### config.mk
export PLATFORM = sky130hd
export DESIGN_NAME = first_person_look_direction_flat
export DESIGN_NICKNAME = d
export VERILOG_FILES = /design/src/rtl/fplook_pkg.sv /design/src/rtl/fplook_if.sv /design/src/rtl/fplook_mul.sv /design/src/rtl/fplook_cordic.sv /design/src/rtl/first_person_look_direction.sv /design/src/flat_wrapper.sv
export SDC_FILE = /design/constraint.sdc
export NUM_CORES = 2
export LEC_CHECK = 0
export ABC_AREA = 1
export BUFFER_PORTS_ARGS = -buffer_cell sky130_fd_sc_hd__buf_2
export CAP_MARGIN = 20
export CORE_AREA = 5 5 343 312
export CTS_BUF_LIST = sky130_fd_sc_hd__clkbuf_8
export CTS_CLUSTER_DIAMETER = 50
export CTS_CLUSTER_SIZE = 20
export DETAILED_ROUTE_END_ITERATION = 12
export DIE_AREA = 0 0 348 317
export GPL_TIMING_DRIVEN = 1
export HOLD_SLACK_MARGIN = 0.1
export PLACE_DENSITY = 0.8
export SLEW_MARGIN = 20
export SYNTH_ARGS = -nofsm -noshare
export SYNTH_HDL_FRONTEND = slang
export SYNTH_SLANG_ARGS = --single-unit
### constraint.sdc
create_clock -name clock -period 8.4 [get_ports clock]
set_input_delay 0.42 -clock clock [delete_from_list [all_inputs] [get_ports clock]]
set_output_delay 0.42 -clock clock [all_outputs]
set_load 0.1 [all_outputs]
### src/rtl/fplook_pkg.sv
`default_nettype none
package fplook_pkg;

   localparam int ANGLE_W   = 18;
   localparam int TRIG_W    = 16;
   localparam int POS_W     = 32;
   localparam int DELTA_W   = 16;
   localparam int SENS_W    = 16;
   localparam int FT_W      = 16;
   localparam int LIMIT_W   = 14;
   localparam int CSR_IDX_W = 1;
   localparam int CSR_DAT_W = 16;
   localparam int CORDIC_W  = 34;
   localparam int ATAN_W    = 28;

   localparam int TRIG_ITER_DEF = 16;
   localparam int TRIG_ITER_MAX = 24;

   typedef logic signed [ANGLE_W-1:0] angle_type;
   typedef logic signed [TRIG_W-1:0]  trig_type;
   typedef logic signed [POS_W-1:0]   pos_type;

   localparam angle_type TWO_PI_Q13  = 18'sd51472;
   localparam angle_type PI_Q13      = 18'sd25736;
   localparam angle_type HALF_PI_Q13 = 18'sd12868;
   localparam angle_type ANGLE_MAX   = 18'sd131071;
   localparam angle_type ANGLE_MIN   = -18'sd131072;

   localparam logic signed [CORDIC_W-1:0] CORDIC_GAIN_Q30 = 34'sd652032874;

   localparam logic [SENS_W-1:0]  SENS_RESET  = 16'd128;
   localparam logic [LIMIT_W-1:0] LIMIT_RESET = 14'd12725;

   localparam logic [CSR_IDX_W-1:0] CSR_SENSITIVITY = 1'b0;
   localparam logic [CSR_IDX_W-1:0] CSR_PITCH_LIMIT = 1'b1;

   localparam logic [ATAN_W-1:0] ATAN_Q28 [0:TRIG_ITER_MAX-1] = '{
      28'd210828714, 28'd124459457, 28'd65760959, 28'd33381290, 28'd16755422,
      28'd8385879, 28'd4193963, 28'd2097109, 28'd1048571, 28'd524287,
      28'd262144, 28'd131072, 28'd65536, 28'd32768, 28'd16384, 28'd8192,
      28'd4096, 28'd2048, 28'd1024, 28'd512, 28'd256, 28'd128, 28'd64, 28'd32
   };

endpackage
`default_nettype wire

### src/rtl/fplook_if.sv
`default_nettype none
interface fplook_req_if import fplook_pkg::*; ();
   logic                      valid;
   logic                      ready;
   logic signed [DELTA_W-1:0] mouse_dx;
   logic signed [DELTA_W-1:0] mouse_dy;
   logic [FT_W-1:0]           frame_time;
   pos_type                   pos_x;
   pos_type                   pos_y;
   pos_type                   pos_z;

   modport source (output valid, mouse_dx, mouse_dy, frame_time, pos_x, pos_y, pos_z,
                   input ready);
   modport sink (input valid, mouse_dx, mouse_dy, frame_time, pos_x, pos_y, pos_z,
                 output ready);
endinterface

interface fplook_rsp_if import fplook_pkg::*; ();
   logic      valid;
   logic      ready;
   pos_type   target_x;
   pos_type   target_y;
   pos_type   target_z;
   angle_type yaw_out;
   angle_type pitch_out;

   modport source (output valid, target_x, target_y, target_z, yaw_out, pitch_out,
                   input ready);
   modport sink (input valid, target_x, target_y, target_z, yaw_out, pitch_out,
                 output ready);
endinterface

interface fplook_csr_if import fplook_pkg::*; ();
   logic                 valid;
   logic                 ready;
   logic [CSR_IDX_W-1:0] index;
   logic [CSR_DAT_W-1:0] data;

   modport source (output valid, index, data, input ready);
   modport sink (input valid, index, data, output ready);
endinterface
`default_nettype wire

### src/rtl/fplook_mul.sv
`default_nettype none
module fplook_mul import fplook_pkg::*; #(
   parameter int A_W = 32,
   parameter int B_W = 16
) (
   input  wire logic               clock,
   input  wire logic               reset,
   input  wire logic               start,
   input  wire logic [A_W-1:0]     a,
   input  wire logic [B_W-1:0]     b,
   output logic                    done,
   output logic [A_W+B_W-1:0]      prod
);
   localparam int CNT_W = (B_W > 1) ? $clog2(B_W) : 1;
   localparam logic [CNT_W-1:0] LAST = CNT_W'(B_W - 1);

   logic [A_W-1:0]     a_ff;
   logic [A_W+B_W-1:0] p_ff, p_in;
   logic [CNT_W-1:0]   cnt_ff;
   logic               busy_ff;
   logic               done_ff;
   logic [A_W:0]       sum;

   // one multiplier bit per cycle, lsb first
   always_comb begin
      sum  = {1'b0, p_ff[A_W+B_W-1:B_W]} + (p_ff[0] ? {1'b0, a_ff} : '0);
      p_in = {sum, p_ff[B_W-1:1]};
   end

   always_ff @(posedge clock) begin
      if (reset) begin
         busy_ff <= 1'b0;
         done_ff <= 1'b0;
         cnt_ff  <= '0;
      end else begin
         done_ff <= 1'b0;
         if (start) begin
            busy_ff <= 1'b1;
            cnt_ff  <= '0;
            a_ff    <= a;
            p_ff    <= {{A_W{1'b0}}, b};
         end else if (busy_ff) begin
            p_ff   <= p_in;
            cnt_ff <= cnt_ff + 1'b1;
            if (cnt_ff == LAST) begin
               busy_ff <= 1'b0;
               done_ff <= 1'b1;
            end
         end
      end
   end

   assign done = done_ff;
   assign prod = p_ff;

   ap_mul_starts: assert property (@(posedge clock) disable iff (reset)
      start |=> busy_ff && cnt_ff == '0)
      else $error("multiplier did not begin on start");
   ap_mul_done: assert property (@(posedge clock) disable iff (reset)
      done_ff |-> !busy_ff)
      else $error("multiplier done while still busy");
endmodule
`default_nettype wire

### src/rtl/fplook_cordic.sv
`default_nettype none
module fplook_cordic import fplook_pkg::*; #(
   parameter int TRIG_ITERATIONS = TRIG_ITER_DEF
) (
   input  wire logic      clock,
   input  wire logic      reset,
   input  wire logic      start,
   input  wire angle_type angle,
   output logic           done,
   output trig_type       sin_val,
   output trig_type       cos_val
);
   localparam int N = (TRIG_ITERATIONS > TRIG_ITER_MAX) ? TRIG_ITER_MAX : TRIG_ITERATIONS;
   localparam int CNT_W = $clog2(TRIG_ITER_MAX);
   localparam logic [CNT_W-1:0] LAST = CNT_W'(N - 1);
   localparam logic signed [CORDIC_W-1:0] RND = 34'sd32768;
   localparam logic signed [CORDIC_W-1:0] T_MAX = 34'sd16384;

   typedef logic signed [CORDIC_W-1:0] word_type;

   word_type         x_ff, y_ff, z_ff;
   logic             neg_ff;
   logic             busy_ff;
   logic             done_ff;
   logic [CNT_W-1:0] cnt_ff;

   angle_type a1, a2;
   logic      neg0;
   word_type  z0, xs, ys, at, xr, yr;
   trig_type  xq, yq;

   // range reduction into [-pi/2, pi/2]
   always_comb begin
      if (angle > PI_Q13)       a1 = angle - TWO_PI_Q13;
      else if (angle < -PI_Q13) a1 = angle + TWO_PI_Q13;
      else                      a1 = angle;
      neg0 = 1'b1;
      if (a1 > HALF_PI_Q13)       a2 = a1 - PI_Q13;
      else if (a1 < -HALF_PI_Q13) a2 = a1 + PI_Q13;
      else begin
         a2   = a1;
         neg0 = 1'b0;
      end
      z0 = word_type'(a2) <<< 15;
   end

   always_comb begin
      xs = x_ff >>> cnt_ff;
      ys = y_ff >>> cnt_ff;
      at = word_type'({1'b0, ATAN_Q28[cnt_ff]});
   end

   always_ff @(posedge clock) begin
      if (reset) begin
         busy_ff <= 1'b0;
         done_ff <= 1'b0;
         cnt_ff  <= '0;
      end else begin
         done_ff <= 1'b0;
         if (start) begin
            busy_ff <= 1'b1;
            cnt_ff  <= '0;
            x_ff    <= CORDIC_GAIN_Q30;
            y_ff    <= '0;
            z_ff    <= z0;
            neg_ff  <= neg0;
         end else if (busy_ff) begin
            if (!z_ff[CORDIC_W-1]) begin
               x_ff <= x_ff - ys;
               y_ff <= y_ff + xs;
               z_ff <= z_ff - at;
            end else begin
               x_ff <= x_ff + ys;
               y_ff <= y_ff - xs;
               z_ff <= z_ff + at;
            end
            cnt_ff <= cnt_ff + 1'b1;
            if (cnt_ff == LAST) begin
               busy_ff <= 1'b0;
               done_ff <= 1'b1;
            end
         end
      end
   end

   // round to q1.14 and saturate
   always_comb begin
      xr = (x_ff + RND) >>> 16;
      yr = (y_ff + RND) >>> 16;
      if (xr > T_MAX)       xq = trig_type'(T_MAX);
      else if (xr < -T_MAX) xq = trig_type'(-T_MAX);
      else                  xq = xr[TRIG_W-1:0];
      if (yr > T_MAX)       yq = trig_type'(T_MAX);
      else if (yr < -T_MAX) yq = trig_type'(-T_MAX);
      else                  yq = yr[TRIG_W-1:0];
      sin_val = neg_ff ? -yq : yq;
      cos_val = neg_ff ? -xq : xq;
   end

   assign done = done_ff;
endmodule
`default_nettype wire

### src/rtl/first_person_look_direction.sv
`default_nettype none
// requests: a new request is taken only once the previous result is in the output register;
// the bit-serial angle multiplier runs four times and the shared cordic unit twice per request
// a finished result waits in the output register while the next request is taken
// reset: synchronous, active high; yaw and pitch clear to zero, sensitivity to 0.5,
// pitch limit to 89 degrees
module first_person_look_direction import fplook_pkg::*; #(
   parameter int TRIG_ITERATIONS = TRIG_ITER_DEF
) (
   input  wire logic   clock,
   input  wire logic   reset,
   fplook_req_if.sink  req_ch,
   fplook_rsp_if.source rsp_ch,
   fplook_csr_if.sink  csr_ch
);
   localparam int MA_W = 2 * SENS_W;
   localparam int MP_W = MA_W + FT_W;
   localparam int STEP_W = MP_W - 11;
   localparam int WIDE_W = STEP_W + 3;
   localparam int DIR_W = 2 * TRIG_W - 12;
   localparam int SUM_W = POS_W + 2;

   typedef enum logic [3:0] {
      S_IDLE, S_MA_GO, S_MA_WAIT, S_MB_GO, S_MB_WAIT,
      S_TRIG_GO, S_TRIG_WAIT, S_PROD_X, S_PROD_Z, S_OUT
   } state_type;

   state_type state_ff;
   logic      sel_ff;

   logic signed [DELTA_W-1:0] dx_ff, dy_ff;
   logic [FT_W-1:0]           ft_ff;
   pos_type                   px_ff, py_ff, pz_ff;
   logic [SENS_W-1:0]         sens_ff;
   logic [LIMIT_W-1:0]        lim_ff;
   angle_type                 yaw_ff, pitch_ff;
   logic [MA_W-1:0]           prod1_ff;
   trig_type                  sy_ff, cy_ff, sp_ff, cp_ff;
   logic signed [DIR_W-1:0]   dxo_ff, dzo_ff;

   logic      rsp_valid_ff;
   pos_type   tx_ff, ty_ff, tz_ff;
   angle_type yaw_out_ff, pitch_out_ff;

   // multiplier hookup
   logic                mul_start, mul_done;
   logic [MA_W-1:0]     mul_a;
   logic [FT_W-1:0]     mul_b;
   logic [MP_W-1:0]     mul_prod;
   logic                d_neg;
   logic [DELTA_W-1:0]  d_mag;

   always_comb begin
      d_neg     = sel_ff ? dy_ff[DELTA_W-1] : dx_ff[DELTA_W-1];
      d_mag     = sel_ff ? (d_neg ? -dy_ff : dy_ff) : (d_neg ? -dx_ff : dx_ff);
      mul_start = (state_ff == S_MA_GO) || (state_ff == S_MB_GO);
      mul_a     = (state_ff == S_MB_GO) ? prod1_ff : {{(MA_W-SENS_W){1'b0}}, sens_ff};
      mul_b     = (state_ff == S_MB_GO) ? ft_ff : d_mag;
   end

   fplook_mul #(.A_W(MA_W), .B_W(FT_W)) u_mul (
      .clock (clock),
      .reset (reset),
      .start (mul_start),
      .a     (mul_a),
      .b     (mul_b),
      .done  (mul_done),
      .prod  (mul_prod)
   );

   // angle update: round, subtract, saturate, then clamp or wrap
   logic [MP_W-1:0]           rnd;
   logic signed [WIDE_W-1:0]  old_w, step_w, new_w;
   angle_type                 sat_a, lim_a, clamp_a, wrap1, wrap2;

   always_comb begin
      rnd    = mul_prod + MP_W'(1024);
      step_w = WIDE_W'({3'b0, rnd[MP_W-1:11]});
      old_w  = WIDE_W'(sel_ff ? pitch_ff : yaw_ff);
      new_w  = d_neg ? old_w + step_w : old_w - step_w;
      if (new_w > WIDE_W'(ANGLE_MAX))      sat_a = ANGLE_MAX;
      else if (new_w < WIDE_W'(ANGLE_MIN)) sat_a = ANGLE_MIN;
      else                                 sat_a = new_w[ANGLE_W-1:0];
      lim_a = angle_type'({1'b0, lim_ff});
      if (sat_a > lim_a)       clamp_a = lim_a;
      else if (sat_a < -lim_a) clamp_a = -lim_a;
      else                     clamp_a = sat_a;
      // remainder toward zero, at most two steps of two pi
      if (sat_a >= TWO_PI_Q13)       wrap1 = sat_a - TWO_PI_Q13;
      else if (sat_a <= -TWO_PI_Q13) wrap1 = sat_a + TWO_PI_Q13;
      else                           wrap1 = sat_a;
      if (wrap1 >= TWO_PI_Q13)       wrap2 = wrap1 - TWO_PI_Q13;
      else if (wrap1 <= -TWO_PI_Q13) wrap2 = wrap1 + TWO_PI_Q13;
      else                           wrap2 = wrap1;
   end

   // trig unit
   logic     trig_start, trig_done;
   trig_type trig_sin, trig_cos;

   assign trig_start = (state_ff == S_TRIG_GO);

   fplook_cordic #(.TRIG_ITERATIONS(TRIG_ITERATIONS)) u_cordic (
      .clock   (clock),
      .reset   (reset),
      .start   (trig_start),
      .angle   (sel_ff ? pitch_ff : yaw_ff),
      .done    (trig_done),
      .sin_val (trig_sin),
      .cos_val (trig_cos)
   );

   // direction products and targets
   logic signed [2*TRIG_W-1:0] dprod;
   logic signed [SUM_W-1:0]    sx, sy_sum, sz, dyo;
   pos_type                    tx, ty, tz;

   function automatic pos_type sat_pos(input logic signed [SUM_W-1:0] v);
      pos_type r;
      if (v > SUM_W'(32'sh7fffffff))       r = 32'sh7fffffff;
      else if (v < -SUM_W'(33'sh80000000)) r = 32'sh80000000;
      else                                 r = v[POS_W-1:0];
      return r;
   endfunction

   always_comb begin
      dprod  = (state_ff == S_PROD_X ? sy_ff : cy_ff) * cp_ff;
      dprod  = dprod + 32'sd2048;
      dyo    = -(SUM_W'(sp_ff) <<< 2);
      sx     = SUM_W'(px_ff) - SUM_W'(dxo_ff);
      sy_sum = SUM_W'(py_ff) - dyo;
      sz     = SUM_W'(pz_ff) - SUM_W'(dzo_ff);
      tx     = sat_pos(sx);
      ty     = sat_pos(sy_sum);
      tz     = sat_pos(sz);
   end

   assign req_ch.ready = (state_ff == S_IDLE);
   assign csr_ch.ready = 1'b1;

   always_ff @(posedge clock) begin
      if (reset) begin
         state_ff     <= S_IDLE;
         sel_ff       <= 1'b0;
         yaw_ff       <= '0;
         pitch_ff     <= '0;
         sens_ff      <= SENS_RESET;
         lim_ff       <= LIMIT_RESET;
         rsp_valid_ff <= 1'b0;
      end else begin
         if (csr_ch.valid) begin
            unique case (csr_ch.index)
               CSR_SENSITIVITY: sens_ff <= csr_ch.data;
               CSR_PITCH_LIMIT: lim_ff  <= csr_ch.data[LIMIT_W-1:0];
               default: ;
            endcase
         end
         // in S_OUT the reload below owns the valid flag
         if (rsp_valid_ff && rsp_ch.ready && state_ff != S_OUT) rsp_valid_ff <= 1'b0;
         unique case (state_ff)
            S_IDLE: begin
               if (req_ch.valid) begin
                  dx_ff    <= req_ch.mouse_dx;
                  dy_ff    <= req_ch.mouse_dy;
                  ft_ff    <= req_ch.frame_time;
                  px_ff    <= req_ch.pos_x;
                  py_ff    <= req_ch.pos_y;
                  pz_ff    <= req_ch.pos_z;
                  sel_ff   <= 1'b0;
                  state_ff <= S_MA_GO;
               end
            end
            S_MA_GO: state_ff <= S_MA_WAIT;
            S_MA_WAIT: begin
               if (mul_done) begin
                  prod1_ff <= mul_prod[MA_W-1:0];
                  state_ff <= S_MB_GO;
               end
            end
            S_MB_GO: state_ff <= S_MB_WAIT;
            S_MB_WAIT: begin
               if (mul_done) begin
                  if (!sel_ff) begin
                     yaw_ff   <= wrap2;
                     sel_ff   <= 1'b1;
                     state_ff <= S_MA_GO;
                  end else begin
                     pitch_ff <= clamp_a;
                     sel_ff   <= 1'b0;
                     state_ff <= S_TRIG_GO;
                  end
               end
            end
            S_TRIG_GO: state_ff <= S_TRIG_WAIT;
            S_TRIG_WAIT: begin
               if (trig_done) begin
                  if (!sel_ff) begin
                     sy_ff    <= trig_sin;
                     cy_ff    <= trig_cos;
                     sel_ff   <= 1'b1;
                     state_ff <= S_TRIG_GO;
                  end else begin
                     sp_ff    <= trig_sin;
                     cp_ff    <= trig_cos;
                     state_ff <= S_PROD_X;
                  end
               end
            end
            S_PROD_X: begin
               dxo_ff   <= dprod[2*TRIG_W-1:12];
               state_ff <= S_PROD_Z;
            end
            S_PROD_Z: begin
               dzo_ff   <= dprod[2*TRIG_W-1:12];
               state_ff <= S_OUT;
            end
            S_OUT: begin
               if (!rsp_valid_ff || rsp_ch.ready) begin
                  tx_ff        <= tx;
                  ty_ff        <= ty;
                  tz_ff        <= tz;
                  yaw_out_ff   <= yaw_ff;
                  pitch_out_ff <= pitch_ff;
                  rsp_valid_ff <= 1'b1;
                  state_ff     <= S_IDLE;
               end
            end
            default: state_ff <= S_IDLE;
         endcase
      end
   end

   assign rsp_ch.valid     = rsp_valid_ff;
   assign rsp_ch.target_x  = tx_ff;
   assign rsp_ch.target_y  = ty_ff;
   assign rsp_ch.target_z  = tz_ff;
   assign rsp_ch.yaw_out   = yaw_out_ff;
   assign rsp_ch.pitch_out = pitch_out_ff;

   ap_yaw_wrapped: assert property (@(posedge clock) disable iff (reset)
      yaw_ff > -TWO_PI_Q13 && yaw_ff < TWO_PI_Q13)
      else $error("yaw outside one turn");
   ap_pitch_bounded: assert property (@(posedge clock) disable iff (reset)
      pitch_ff <= 18'sd16383 && pitch_ff >= -18'sd16383)
      else $error("pitch beyond any clamp");
   ap_accept_starts: assert property (@(posedge clock) disable iff (reset)
      req_ch.valid && req_ch.ready |=> state_ff == S_MA_GO)
      else $error("request accepted but work not started");
   ap_out_loads: assert property (@(posedge clock) disable iff (reset)
      state_ff == S_OUT && (!rsp_valid_ff || rsp_ch.ready) |=> rsp_valid_ff)
      else $error("result not presented");
endmodule
`default_nettype wire

### src/flat_wrapper.sv
// flat-port wrapper written by rule: the top's interface ports become plain ports
module first_person_look_direction_flat import fplook_pkg::*;
#(
   parameter int TRIG_ITERATIONS = TRIG_ITER_DEF
)
  (clock, reset, req_ch_valid, req_ch_mouse_dx, req_ch_mouse_dy, req_ch_frame_time, req_ch_pos_x, req_ch_pos_y, req_ch_pos_z, req_ch_ready, rsp_ch_valid, rsp_ch_target_x, rsp_ch_target_y, rsp_ch_target_z, rsp_ch_yaw_out, rsp_ch_pitch_out, rsp_ch_ready, csr_ch_valid, csr_ch_index, csr_ch_data, csr_ch_ready);
  fplook_req_if req_ch_i ();
  fplook_rsp_if rsp_ch_i ();
  fplook_csr_if csr_ch_i ();
  input  wire logic clock;
  input  wire logic reset;
  input wire logic [$bits(req_ch_i.valid)-1:0] req_ch_valid;
  input wire logic [$bits(req_ch_i.mouse_dx)-1:0] req_ch_mouse_dx;
  input wire logic [$bits(req_ch_i.mouse_dy)-1:0] req_ch_mouse_dy;
  input wire logic [$bits(req_ch_i.frame_time)-1:0] req_ch_frame_time;
  input wire logic [$bits(req_ch_i.pos_x)-1:0] req_ch_pos_x;
  input wire logic [$bits(req_ch_i.pos_y)-1:0] req_ch_pos_y;
  input wire logic [$bits(req_ch_i.pos_z)-1:0] req_ch_pos_z;
  output wire logic [$bits(req_ch_i.ready)-1:0] req_ch_ready;
  output wire logic [$bits(rsp_ch_i.valid)-1:0] rsp_ch_valid;
  output wire logic [$bits(rsp_ch_i.target_x)-1:0] rsp_ch_target_x;
  output wire logic [$bits(rsp_ch_i.target_y)-1:0] rsp_ch_target_y;
  output wire logic [$bits(rsp_ch_i.target_z)-1:0] rsp_ch_target_z;
  output wire logic [$bits(rsp_ch_i.yaw_out)-1:0] rsp_ch_yaw_out;
  output wire logic [$bits(rsp_ch_i.pitch_out)-1:0] rsp_ch_pitch_out;
  input wire logic [$bits(rsp_ch_i.ready)-1:0] rsp_ch_ready;
  input wire logic [$bits(csr_ch_i.valid)-1:0] csr_ch_valid;
  input wire logic [$bits(csr_ch_i.index)-1:0] csr_ch_index;
  input wire logic [$bits(csr_ch_i.data)-1:0] csr_ch_data;
  output wire logic [$bits(csr_ch_i.ready)-1:0] csr_ch_ready;
  assign req_ch_i.valid = req_ch_valid;
  assign req_ch_i.mouse_dx = req_ch_mouse_dx;
  assign req_ch_i.mouse_dy = req_ch_mouse_dy;
  assign req_ch_i.frame_time = req_ch_frame_time;
  assign req_ch_i.pos_x = req_ch_pos_x;
  assign req_ch_i.pos_y = req_ch_pos_y;
  assign req_ch_i.pos_z = req_ch_pos_z;
  assign req_ch_ready = req_ch_i.ready;
  assign rsp_ch_valid = rsp_ch_i.valid;
  assign rsp_ch_target_x = rsp_ch_i.target_x;
  assign rsp_ch_target_y = rsp_ch_i.target_y;
  assign rsp_ch_target_z = rsp_ch_i.target_z;
  assign rsp_ch_yaw_out = rsp_ch_i.yaw_out;
  assign rsp_ch_pitch_out = rsp_ch_i.pitch_out;
  assign rsp_ch_i.ready = rsp_ch_ready;
  assign csr_ch_i.valid = csr_ch_valid;
  assign csr_ch_i.index = csr_ch_index;
  assign csr_ch_i.data = csr_ch_data;
  assign csr_ch_ready = csr_ch_i.ready;
  first_person_look_direction #(.TRIG_ITERATIONS(TRIG_ITERATIONS)) u_core (.clock(clock), .reset(reset), .req_ch(req_ch_i), .rsp_ch(rsp_ch_i), .csr_ch(csr_ch_i));
endmodule
; Word-level counts from Yosys, hierarchy flattened
; Memory sizes are Yosys's and may differ from the RTL's.
; Index checks and enable logic that the tools add are counted.
; Widths: inputs -> output; s select.
[totals]
romBits = 896
output_inout_bits = 135
wordCells = 220
regBits = 680
memories = 1
inputBits = 166
[classes]
bitwise = 6
mul = 1
n_lt_le_gt_ge = 23
n_reduce_logical = 30
eq_ne = 17
n_mux = 68
add_sub_neg = 32
shift = 2
[memory_table]
columns = memory, words, width, rd, rd_clocked_by_memory_dff, wr, line
row1 = (name not given), 32, 28, 1, 0, 0, fplook_cordic.sv:50  ; at = word_type'({1'b0, ATAN_Q28[cnt_ff]});
[op_table]
columns = cell, n
row1 = $mux 34, 7
row2 = $mux 18, 13
row3 = $mux 16, 12
row4 = $mux 32, 5
row5 = $gt 34x32->1 const B, 3
row6 = $lt 34x32->1 const B, 3
row7 = $mux 40, 2
row8 = $add 34x17->34 const B, 2
row9 = $add 34x34->34, 2
row10 = $sshr 34x5->34, 2
row11 = $sub 34x34->34, 2
row12 = $sub 32x20->33, 2
row13 = $neg 16->16, 4
row14 = $mux 28, 2
row15 = $add 18x17->18 const B, 3
row16 = $gt 18x16->1 const B, 3
row17 = $lt 18x15->1 const B, 3
row18 = $sub 18x17->18 const B, 3
row19 = $add 48x11->48 const B, 1
row20 = $mux 48, 1
row21 = $add 40x38->40, 1
row22 = $gt 40x18->1 const B, 1
row23 = $lt 40x18->1 const B, 1
row24 = $pmux 4 s10, 1
row25 = other kinds (47), 100

; Longest topological paths before layout
[logic_depth]
depth_word = 12
ltp_mapped = 65
ltp_nobuf = 61

; Hierarchy
; A second synthesis with hierarchy kept.
[unflattened]
hier_cells = 9122
hier_area_um2 = 66052.1
[modules_own_cells]
columns = module, area_per_inst_um2, n_inst, cells_per_inst
row1 = first_person_look_direction, 39819.4, 1, 4726
row2 = fplook_cordic, 20450.9, 1, 3618
row3 = fplook_mul, 5781.8, 1, 778

; Least setup slack after synthesis
; Ideal clock, no wire load.
[synth_timing]
path_kind = reg2reg
startpoint = register u_core.state_ff[2]
endpoint = register u_core.u_cordic.x_ff[0] (enable)
path_slack_ns = -0.814
setup_time_ns = 0.704
path_stages_with_launch = 9
required_time_ns = 7.696
arrival_ns = 8.511
synth_period_minus_slack_ns = 9.214
path_buffers = 2
cell_sequence = dfxtp_1 > inv_1 > nor2_1 > inv_1 > nor2_1 > inv_1 > clkbuf_1 > clkbuf_1 > o21ai_0
[synth_between]
elab_chain_cells = 3
[synth_lines]
columns = item, line
row1 = from (decl), first_person_look_direction.sv:28  ; state_type state_ff;
row2 = from (signal assigned), first_person_look_direction.sv:143  ; state_ff <= S_IDLE;
row3 = from (signal assigned), first_person_look_direction.sv:170  ; state_ff <= S_MA_GO;
row4 = from (signal assigned), first_person_look_direction.sv:173  ; S_MA_GO: state_ff <= S_MA_WAIT;
row5 = $eq 4x3->1, first_person_look_direction.sv:101  ; assign trig_start = (state_ff == S_TRIG_GO);
row6 = $reduce_bool 2->1 (no line), -
row7 = $reduce_and 2->1 (no line), -
row8 = to (signal assigned), fplook_cordic.sv:69  ; x_ff <= x_ff - ys;
row9 = to (signal assigned), fplook_cordic.sv:73  ; x_ff <= x_ff + ys;
row10 = to (decl), fplook_cordic.sv:21  ; word_type x_ff, y_ff, z_ff;
; Every way passes these cells.
; A chain may end at the register's enable or synchronous reset.

; Worst setup path after layout
[layout_timing]
startpoint = register u_core.state_ff[0]
endpoint = register u_core.dxo_ff[19], data pin
[layout_between]
elab_chain_cells = 4
[layout_lines]
columns = item, line
row1 = $eq 4x3->1, first_person_look_direction.sv:127  ; dprod = (state_ff == S_PROD_X ? sy_ff : cy_ff) * cp_ff;
row2 = $mux 32, first_person_look_direction.sv:127
row3 = $mul 32x16->32, first_person_look_direction.sv:127
row4 = $add 32x13->32, first_person_look_direction.sv:128  ; dprod = dprod + 32'sd2048;
row5 = via u_core.dprod[31], first_person_look_direction.sv:114  ; logic signed [2*TRIG_W-1:0] dprod;
row6 = to (signal assigned), first_person_look_direction.sv:210  ; dxo_ff <= dprod[2*TRIG_W-1:12];
row7 = to (decl), first_person_look_direction.sv:39  ; logic signed [DIR_W-1:0] dxo_ff, dzo_ff;
; The timed path passes the listed nets, and every way through them passes these cells.

==> qor.txt <==
Clock group share of total power = 12.9%
Synthesized area per cell = 7.76 sq um
Reg power frac = 21.6%
Worst hold path class = in2reg
Post-synth ARST share = 0%
Sw Share = 52.1%
H-Tree Depth = 3
Initial DRC count = 5476
Grt ovf = 0
Crit-path slowest cell = fa_1
Ratio of cells with drive above 1 in the final layout = 9.55%
Initial Utilization = 58.5%
Status = finished clean
Die Wd = 348 microns
Pre-antenna DRT Iters = 9
PD cells = 330 mW/mm^2
IO Pins = 301
Antenna violations before repair = 6
Clock Path Buffers = 3
Synth warn = 0
Post-Syn Nets = 8594
GRT Util Overall = 32.4%
Most instantiated cells after synthesis = nand2_1 (1703), inv_1 (1227), nor2_1 (716)
Cell depth of the worst hold path = 2
Final Skew = 0.0592 ns
Fin. max-slew vios = 0
Post-synth cell types = 71
Crit path buf inv count = 8
Relative slew slack = 21.5%
Ys flop type = edfxtp_1
Reg2Reg Depth = 34
Hold Violations, Final = 0
Number of global-route vias before repair = 53100
TNS Setup = 0 ns
Area growth from synthesis to layout = 12.4%
Most common cell in the netlist = nand2_1
Internal = 10.7 mW
Slowest stage delay, CP = 0.55 ns
Combinational power share = 65.5%
Largest net degree at the start of global routing = 104
Sequential share of the synthesized area = 32.5%
EDFF count, synth = 595
Slew @ Worst Pin = 1.17 ns
TritonCTS clock tree = yes
Die Area = 0.110 sq mm
WS Path Type = reg2reg
Cells after DPL = 9349
Maxcap violations = 0
Final HPWL DP = 139000 microns
Synth area leader = edfxtp_1
Worst setup SP type = flip-flop
Lkg Pwr = 31.9 nW
Design Power = 22.3 mW
Critical Path RT = 8.95 ns
Core region area = 0.103 sq mm
CTS root buf = clkbuf_8
Critical path depth = 34
Non-Filler Instances = 9686
IO Port Bufs = 299
Final nets = 9083
Finished Core Util = 65.8%
Via count = 55400
Placed cell area = 0.0637 sq mm
Synth top area cells = edfxtp_1 (30%), nand2_1 (11%), fa_1 (9.0%)
Final WL = 184000 microns
DR vias/cell = 5.72
Final Setup Violations = 0
Setup crit end kind = flip-flop
Clock-pin slew of the registers on the worst-case setup and hold paths = 0.12 ns
First-pass GRT wire length = 286000 microns
CTS buffer count = 83
Crit-path leading delay family = adder cells
Period utilization = 93.7%
Peak supply drop = 280 uV
Fmax achieved = 0.127 GHz
Sink Count = 680
Die Span Y = 317 microns
Post-DRT Antenna Nets = 0
Routed len/inst = 19.0 microns
Final GP Congestion = 1.00
Yosys reg bits = 680
Mapped cell area = 0.0602 sq mm
Remaining DRCs = 0
Psw = 11.6 mW
Worst path arrival time = 8.42 ns
FF-to-FF setup slack = 0.53 ns
Cell count after synthesis = 7755
Post-route design area = 0.0677 sq mm
Min Tclk post-route = 7.87 ns
Area share of the largest cell type after synthesis = 29.7%
Worst-Skew Late Latency = 0.85 ns
Row count = 112
Worst Path Max Fanout = 11
[kinds of logic after synthesis]
group	after synthesis	share of synthesized area (%)
multiplexers	50	0.831
other	1	0.00623
XOR/XNOR	384	5.60
adder cells (fa/ha/maj)	673	17.4
buffers and inverters	1463	9.28
AND/OR/NAND/NOR	3046	21.0
flip-flops	680	32.5
AO/OA/AOI/OAI	1458	13.4
[path summary, 6_finish.rpt]
check                       startpoint                  to
setup / recovery    u_core.state_ff[0]   u_core.dxo_ff[19]
hold reg to reg   u_core.u_mul.prod[8]  u_core.prod1_ff[8]
setup reg to reg    u_core.state_ff[0]   u_core.dxo_ff[19]
hold / removal     req_ch_mouse_dy[15]    u_core.dy_ff[15]
[through the flow]
stage	setup slack, ns	hold slack [ns]
CTS	0.119	0.202
finish	0.531	0.277
floorplan	0.877	0.408
global route	-0.0685	0.228
detailed placement	0.152	0.422
global placement	0.345	0.421
[flip-flops by register name, summed over array words and instances (netlist names), 20 cells and up]
signal and flops:
u_core.rsp_ch.target_y 32, u_core.u_mul.a_ff 32, u_core.u_cordic.x_ff 34, u_core.rsp_ch.target_x 32, u_core.u_cordic.z_ff 34, u_core.u_mul.prod 48, u_core.dzo_ff 20, u_core.pz_ff 32
u_core.prod1_ff 32, u_core.py_ff 32, u_core.u_cordic.y_ff 34, u_core.rsp_ch.target_z 32, u_core.px_ff 32, u_core.dxo_ff 20
[metal layers]
layer	part of all wire [%]	vias to the layer above	global-route usage (%)
li1	-	26400	-
met1	42	25900	44.6
met3	9.6	395	6.29
met2	45	2736	51.9
met4	3.4	0	10.7
met5	0	-	0
[layout make-up]
type                            count  area (sq um)
Antenna cell                        3          7.51
Clock buffer                       83          1140
Clock inverter                     73           882
Fill cell                        8640         35200
Inverter                         1257          4730
Multi-Input combinational cell   5613         35300
Sequential cell                   680         19600
Tap cell                         1368          1710
Timing Repair Buffer              609          4280
[repair_timing]
item / CTS / global route
hold buffers: 169 / 0
hold endpoints to repair: 178 / 0
gates resized for setup: 0 / 61
setup buffers: 0 / 7
endpoints found under the setup margin: 0 / 40
[cell usage in the layout, fill, tap and decap left out, types with 14 or more instances in the layout]
cell type / n
a31oi_1: 34
xnor2_1: 123
dlygate4sd3_1: 169
o221ai_1: 15
nor2_2: 19
nand2_2: 31
o21ai_1: 26
nor3_1: 112
o31ai_1: 30
nand3b_1: 14
o211ai_1: 62
inv_1: 1225
o21ai_0: 588
nand3_1: 274
fa_1: 271
inv_8: 14
o21a_1: 37
ha_1: 398
clkbuf_8: 83
mux2i_1: 50
inv_2: 25
a21oi_1: 529
buf_2: 299
or2_2: 53
xor2_1: 258
nor2_1: 700
buf_4: 136
edfxtp_1: 595
nand2_1: 1695
o22ai_1: 25
dfxtp_1: 83
o21bai_1: 32
nand4_1: 69
nor4_1: 17
[power groups by stage]
stage / logic, mW / clock network [mW] / registers (mW)
2_1_floorplan: 10.2 / 0 / 4.79
3_3_place_gp: 13.7 / 0 / 4.87
3_5_place_dp: 13.9 / 0 / 4.88
4_1_cts: 14.1 / 2.93 / 4.80
5_1_grt: 16.3 / 3.07 / 4.84
6_report: 14.6 / 2.89 / 4.82
(Power assumes the default switching activity.)
